`config.mk`:
```
export PLATFORM = sky130hd
export DESIGN_NAME = lvr_scale
export DESIGN_NICKNAME = d
export VERILOG_FILES = /design/src/rtl/lvr_pkg.sv /design/src/rtl/lvr_scale.sv
export SDC_FILE = /design/constraint.sdc
export NUM_CORES = 1
export LEC_CHECK = 0
export ABC_AREA = 1
export BUFFER_PORTS_ARGS = -buffer_cell sky130_fd_sc_hd__buf_2
export CAP_MARGIN = 15
export CORE_MARGIN = 2
export CORE_UTILIZATION = 40
export CTS_BUF_LIST = sky130_fd_sc_hd__clkbuf_16
export CTS_CLUSTER_SIZE = 40
export DETAILED_ROUTE_END_ITERATION = 10
export GPL_TIMING_DRIVEN = 0
export RECOVER_POWER = 100
export SLEW_MARGIN = 20
export SYNTH_ARGS = -nofsm -noshare
export SYNTH_HDL_FRONTEND = slang
export SYNTH_SLANG_ARGS = --single-unit
```
`constraint.sdc`:
```
create_clock -name clk -period 4.54 [get_ports clk]
set_input_delay 0.454 -clock clk [delete_from_list [all_inputs] [get_ports clk]]
set_output_delay 0.454 -clock clk [all_outputs]
set_load 0.05 [all_outputs]
```
`src/rtl/lvr_pkg.sv`:
```
// Shared types and constants of the low-variance resampler.
package lvr_pkg;

  // Default sizes of the particle store.
  localparam int unsigned DEF_MAX_PARTICLES = 1024;
  localparam int unsigned DEF_WEIGHT_BITS   = 16;

  // Field widths on the stream ports.
  localparam int unsigned KIND_W      = 2;
  localparam int unsigned WEIGHT_IN_W = 16;
  localparam int unsigned OFF_W       = 16;
  localparam int unsigned DRAW_W      = 11;
  localparam int unsigned SEL_W       = 10;
  localparam int unsigned IN_TDATA_W  = 48;
  localparam int unsigned OUT_TDATA_W = 16;

  // The draw target numerator {draw number, offset} and the divisor
  // {draw count, 16 zero bits} both fit this width.
  localparam int unsigned A_W = OFF_W + DRAW_W;

  // Request kinds.
  localparam logic [KIND_W-1:0] KIND_LOAD  = 2'd0;
  localparam logic [KIND_W-1:0] KIND_START = 2'd1;
  localparam logic [KIND_W-1:0] KIND_DRAW  = 2'd2;

  // Result status codes.
  localparam logic STATUS_OK    = 1'b0;
  localparam logic STATUS_EMPTY = 1'b1;

  // Control sequencer of the top level.
  typedef enum logic [2:0] {
    S_IDLE,
    S_START_RD,
    S_START_LD,
    S_CALC,
    S_WALK_CHK,
    S_WALK_ADD,
    S_RESULT
  } state_t;

  // Sequencer of the target unit.
  typedef enum logic [1:0] {
    SC_IDLE,
    SC_MUL,
    SC_DIV
  } sc_state_t;

endpackage

```
`src/rtl/lvr_scale.sv`:
```
// Target unit: u = floor(a * t / d) by shift-add multiply, then restoring divide.
module lvr_scale
  import lvr_pkg::*;
#(
  parameter int unsigned TOT_W = 26
) (
  input  logic             clk,
  input  logic             rst_n,
  input  logic             start,
  input  logic [A_W-1:0]   a,
  input  logic [A_W-1:0]   d,
  input  logic [TOT_W-1:0] t,
  output logic             done,
  output logic [TOT_W-1:0] u
);

  localparam int unsigned PROD_W = A_W + TOT_W;
  localparam int unsigned CNT_W  = $clog2(PROD_W);

  sc_state_t          state_r, state_nxt;
  logic [CNT_W-1:0]   cnt_r, cnt_nxt;
  logic               done_r, done_nxt;
  logic [A_W-1:0]     a_r, a_nxt;
  logic [A_W-1:0]     d_r, d_nxt;
  logic [TOT_W-1:0]   t_r, t_nxt;
  logic [PROD_W-1:0]  p_r, p_nxt;

  logic [A_W:0]       rem_trial;
  logic [A_W:0]       rem_sub;
  logic               q_bit;

  // One restoring division step: the partial remainder sits in the upper
  // part of p_r, quotient bits enter at the bottom.
  always_comb begin
    rem_trial = {p_r[PROD_W-1:TOT_W], p_r[TOT_W-1]};
    q_bit     = (rem_trial >= {1'b0, d_r});
    rem_sub   = q_bit ? (rem_trial - {1'b0, d_r}) : rem_trial;
  end

  always_comb begin
    state_nxt = state_r;
    cnt_nxt   = cnt_r;
    done_nxt  = 1'b0;
    a_nxt     = a_r;
    d_nxt     = d_r;
    t_nxt     = t_r;
    p_nxt     = p_r;
    case (state_r)
      SC_IDLE: begin
        if (start) begin
          a_nxt     = a;
          d_nxt     = d;
          t_nxt     = t;
          p_nxt     = '0;
          cnt_nxt   = CNT_W'(A_W - 1);
          state_nxt = SC_MUL;
        end
      end
      SC_MUL: begin
        p_nxt = {p_r[PROD_W-2:0], 1'b0} + (a_r[A_W-1] ? PROD_W'(t_r) : '0);
        a_nxt = {a_r[A_W-2:0], 1'b0};
        if (cnt_r == '0) begin
          cnt_nxt   = CNT_W'(TOT_W - 1);
          state_nxt = SC_DIV;
        end else begin
          cnt_nxt = cnt_r - 1'b1;
        end
      end
      SC_DIV: begin
        p_nxt = {rem_sub[A_W-1:0], p_r[TOT_W-2:0], q_bit};
        if (cnt_r == '0) begin
          done_nxt  = 1'b1;
          state_nxt = SC_IDLE;
        end else begin
          cnt_nxt = cnt_r - 1'b1;
        end
      end
      default: begin
        state_nxt = SC_IDLE;
      end
    endcase
  end

  always_ff @(posedge clk) begin
    if (!rst_n) begin
      state_r <= SC_IDLE;
      done_r  <= 1'b0;
    end else begin
      state_r <= state_nxt;
      done_r  <= done_nxt;
    end
  end

  always_ff @(posedge clk) begin
    cnt_r <= cnt_nxt;
    a_r   <= a_nxt;
    d_r   <= d_nxt;
    t_r   <= t_nxt;
    p_r   <= p_nxt;
  end

  assign done = done_r;
  assign u    = p_r[TOT_W-1:0];

endmodule

```
# [Word-level counts from Yosys, hierarchy flattened]
# Index checks and enable logic that the tools add are counted.
[totals] in_bits=83 output_inout_bits=27 wordCells=42 reg_bits=142
[classes] n_lt_le_gt_ge=1 add_sub_neg=3 muxes=15 n_eq_ne=6 n_reduce_logical=10
[ops] cell="53-bit one-hot mux with 3 select lines" n=1
[ops] cell="27-bit 2-to-1 mux" n=2
[ops] cell="27-bit one-hot mux with 2 select lines" n=1
[ops] cell="53-bit by 26-bit adder with 53-bit output" n=1
[ops] cell="53-bit 2-to-1 mux" n=1
[ops] cell="28-bit by 27-bit greater-or-equal comparator with 1-bit output" n=1
[ops] cell="27-bit subtractor" n=1
[ops] cell="26-bit 2-to-1 mux" n=1
[ops] cell="6-bit 2-to-1 mux" n=3
[ops] cell="6-bit one-hot mux with 3 select lines" n=1
[ops] cell="2-bit inequality test, second input constant" n=4
[ops] cell="2-bit AND reduction" n=4
[ops] cell="6-bit zero test" n=1
[ops] cell="2-bit 2-to-1 mux" n=3
[ops] cell="2-bit one-hot mux with 3 select lines" n=1
[ops] cell="3-bit AND reduction" n=2
[ops] cell="6-bit by 1-bit subtractor with 6-bit output, second input constant" n=1
[ops] cell="3-bit nonzero test" n=1
[ops] cell="2-bit by 1-bit == test with 1-bit output, second input constant" n=1
[ops] cell="2-bit == test, second input constant" n=1
[ops] cell="2-bit zero test" n=1
[ops] cell="2-bit nonzero test" n=1
[ops] cell="1-bit 2-to-1 mux" n=1

# [Longest topological paths before layout]
[logic_depth] word_depth=3 ltp_mapped=18 mapped_depth_nobuf=16

# [Least setup slack after synthesis]
# No wires, ideal clock.
[synth_path] kind="register to register" from="reg state_r[0]" to="reg cnt_r[0], enable pin" period_less_slack_ns=4.017 setup_time_ns=0.378 arrival_ns=3.639 setup_slack_ns=0.523 required_ns=4.162 stages_incl_launch_ff=7 path_buffers=0 cell_sequence="dfxtp_1 > inv_1 > ha_1 > inv_1 > nor2_1 > nor2_1 > a21boi_0"
[synth_via] elab_chain_len=3 elab_cells_between_ends=7 cone_classes="4 x eq/ne; 3 x reduce/logical"
[synth_rtl] item="start: declaration" line="lvr_scale.sv:20" source="sc_state_t state_r, state_nxt;"
[synth_rtl] item="start signal: assignment" line="lvr_scale.sv:89" source="state_r <= state_nxt;"
[synth_rtl] item="2-bit == test (tied with other cells)" line="lvr_scale.sv:48" source="case (state_r)"
[synth_rtl] item="2-bit inequality test (no line) / 3-bit nonzero test (equally long branches)"
[synth_rtl] item="3-bit AND reduction (no line) *"
[synth_rtl] item="end signal: assignment" line="lvr_scale.sv:95" source="cnt_r <= cnt_nxt;"
[synth_rtl] item="end: declaration" line="lvr_scale.sv:21" source="logic [CNT_W-1:0] cnt_r, cnt_nxt;"
# Mark *: on every way between the ends. The rest lies on a longest branch, timed or not.
# A chain may end at the register's enable or synchronous reset.

# [Final worst setup path]
[layout_path] from="reg state_r[1]" to="reg a_r[9], enable pin"
[layout_via] elab_chain_len=3 elab_cells_between_ends=5 cone_classes="2 x eq/ne; 3 x reduce/logical"
[layout_rtl] item="2-bit by 1-bit == test with 1-bit output / 2-bit zero test (equally long branches)" line="lvr_scale.sv:48"
[layout_rtl] item="2-bit nonzero test (no line) / 2-bit inequality test (equally long branches)"
[layout_rtl] item="2-bit AND reduction (no line) *"
[layout_rtl] item="end signal: assignment" line="lvr_scale.sv:96" source="a_r <= a_nxt;"
[layout_rtl] item="end: declaration" line="lvr_scale.sv:23" source="logic [A_W-1:0] a_r, a_nxt;"
# Marked as above.

==> flow_summary_export.csv <==
group,metric,value,unit
route,vias,11182,
global_route,grt_start_max_net_pins,54,
power,powerDensity,704,nW/um^2
final_layout,layout-drive-gt1-share,8.64,%
yosys,syn_area_per_cell,6.72,sq um
route,drt_iter0_drc,992,
critical_path,regToRegEndpoint,"a_r[9]",
route,drc,0,
yosys,yosys_warnings,0,
sta,tightest_slew,1500,ps
sta,fin_crit_sh,78.2,%
cts,clk_pin_slew,70,ps
yosys,synth-edff-count,139,
yosys,yosysTopAreaCell,"edfxtp_1",
sta,final.min_clock_period,3550,ps
route,ant_nets,0,
yosys,synth_top_area_share,36.2,%
floorplan,die_height,174,microns
worst_hold_path,hp-class,"in -> reg",
cts,cts_max_path_buffers,2,
power,power.share.combinational,56.8,%
final_layout,antenna_cells,0,
sta,max_slew_margin,0.240,%
placement,numPortBuffers,109,
floorplan,start_util,40.4,%
global_route,grt_pass1_vias,10327,
power,swShare,51.5,%
final_layout,final_nets,1993,
yosys,ys_types,38,
yosys,synth.most_common_cell,"nand2_1",
final_layout,fillers,3058,
route,wl_per_cell,15.9,microns
cts,cts_resized,0,
cts,cts.sinks,142,
power,intPower,4480,uW
cts,htreeDepth,4,
critical_path,path_class,"reg -> reg",
critical_path,r2r_cells,7,
cts,hold_buffers,0,
global_route,grt_usage,23.9,%
floorplan,ios,110,
yosys,synth_seq_cells,142,
power,power_frac_seq,27.6,%
critical_path,endpoint,"a_r[9]",
yosys,synthCells,1719,
critical_path,critical_path_required,4600,ps
power,p_switching,4750,uW
global_route,antenna_found_initial,0,
critical_path,startpoint,"state_r[1]",
yosys,synth_area_leaders,"edfxtp_1, nand2_1, inv_1",
yosys,ys_async_sr_fraction,0,%
global_route,gr-total-overflow,0,
cts,cts_setup_buffers,0,
sta,fmax,282,MHz
route,wl,35700,microns
placement,postPlaceCellArea,12700,sq um
final_layout,final_cell_area,13100,sq um
sta,tns,0,ps
cts,cts_root_buf,"clkbuf_16",
route,viasPerCell,4.98,
status,violations,"max-capacitance violations",
route,dr.pass1.iters,5,
critical_path,rrSetupSlack,990,ps
power,leakage,0.00662,uW
cts,insertion_delay,460,ps
critical_path,critPathMaxFanout,24,
floorplan,rows,62,
floorplan,die-area,30200,sq um
critical_path,worstPathArrival,3610,ps
sta,setup_viol_count_final,0,
cts,cts_tree,"yes",
sta,finClkSkew,16.6,ps
sta,slew_viol_final,0,
floorplan,fp.coreArea,28500,sq um
placement,gp_congestion,0.951,
power,irDropWorstVdd,0.000459,V
global_route,grt_pass1_wl,55800,microns
cts,cts-buffers-inserted,17,
yosys,ys_seq_area_share,36.7,%
critical_path,worstSetupEndpointType,"flop",
sta,rsz0062_at_grt,"false",
placement,place_hpwl,28700,microns
yosys,synth.net_count,1862,
power,pwr-share-clk,15.7,%
floorplan,die_w,174,microns
yosys,synth_area,11500,sq um
yosys,dominantRegCellSynth,"edfxtp_1",
yosys,ys_top_cells_by_count,"nand2_1, inv_1, nand3_1",
status,status,"finished, violations left",
job,cap_violations,1,
final_layout,area.growth.synth_to_final,13.7,%
critical_path,timing.rr.start,"state_r[1]",
sta,hold_viol_final,0,
critical_path,cp-start-kind,"flop",
cell families (layout without fill, tap and decap cells):
kind of cell,after synthesis,in the layout,synth area share (%)
compound gates,149,149,6.71
xor+xnor,15,15,1.14
fa+ha+maj,60,60,6.63
buf+inv,363,507,12.8
flops,142,142,36.7
simple gates,990,990,36.0
worst max-delay path, stage by stage, from the launching register on:
cell,delay [ps]
dfxtp_1,340
inv_1,90
ha_1,150
clkbuf_1,370
inv_1,210
clkbuf_1,370
o21ai_0,620
clkbuf_1,1000
state kept, by name (all words and copies together) (netlist names):
signal / count
d_r: 27
t_r: 26
cnt_r: 6
a_r: 27
state_r: 2
p_r: 53
done: 1
through the flow:
| step | std cells | power, uW | setup WS, ps | util, % | hold slack, ps |
|---|---|---|---|---|---|
| 6_report | 2247 | 9240 | 990 | 46.0 | 165 |
| 5_1_grt | 2247 | 9970 | 702 | 46.0 | 153 |
| 4_1_cts | 2247 | 9360 | 1170 | 46.5 | 151 |
| 3_5_place_dp | 2215 | 7880 | 1200 | 44.4 | 511 |
| 3_3_place_gp | 2212 | 7780 | -1020 | 44.0 | 505 |
| 2_1_floorplan | 1719 | 6260 | 523 | - | 494 |
power by group through the flow:
| stage | clock network (uW) | registers (uW) | logic, uW |
|---|---|---|---|
| 2_1_floorplan | 0 | 2400 | 3870 |
| 5_1_grt | 1520 | 2600 | 5850 |
| 3_3_place_gp | 0 | 2590 | 5180 |
| 3_5_place_dp | 0 | 2560 | 5330 |
| 4_1_cts | 1470 | 2530 | 5350 |
| 6_report | 1450 | 2540 | 5240 |
per-layer routing:
| layer | part of all wire (%) | global-route usage (%) |
|---|---|---|
| met1 | 47 | 34.5 |
| met2 | 43 | 36.8 |
| met3 | 8.0 | 4.70 |
| met4 | 1.3 | 5.53 |
| met5 | 0 | 0 |
cell type report:
cell class / count / area, sq um / area share (%)
Buffer: 60 / 345 / 2.63
Clock buffer: 17 / 425 / 3.24
Clock inverter: 15 / 161 / 1.23
Inverter: 303 / 1140 / 8.68
Multi-Input combinational cell: 1214 / 5820 / 44.3
Sequential cell: 142 / 4230 / 32.3
Tap cell: 384 / 480 / 3.66
Timing Repair Buffer: 112 / 523 / 3.98
how the worst min path moves through the flow:
stage / from / endpoint / depth (start not counted) / slack (ps)
floorplan: a_r[9] / a_r[10] / 2 / 490
global placement: a_r[18] / a_r[19] / 2 / 500
detailed placement: a_r[17] / a_r[18] / 2 / 510
CTS: t[15] / t_r[15] / 1 / 150
global route: t[11] / t_r[11] / 1 / 150
finish: t[15] / t_r[15] / 1 / 160
cells in the final DEF, fill, tap and decap left out, types with 3 or more instances in the layout:
cell,netlist,final
xnor2_1,12,12
clkbuf_1,24,56
clkinv_4,0,4
ha_1,58,58
dfxtp_1,3,3
a21o_1,4,4
edfxtp_1,139,139
inv_6,0,4
nand4_1,41,41
nand3_1,145,146
xor2_1,3,3
o21ai_0,35,35
nor3_1,14,14
buf_2,6,88
nand2_1,648,648
a21oi_1,103,103
and2_1,3,3
nand3b_1,11,11
clkbuf_16,0,17
inv_1,301,300
nor2_1,113,113
buf_4,26,26
nor3_2,3,3
Note: power is estimated with default switching activity, not from simulation.
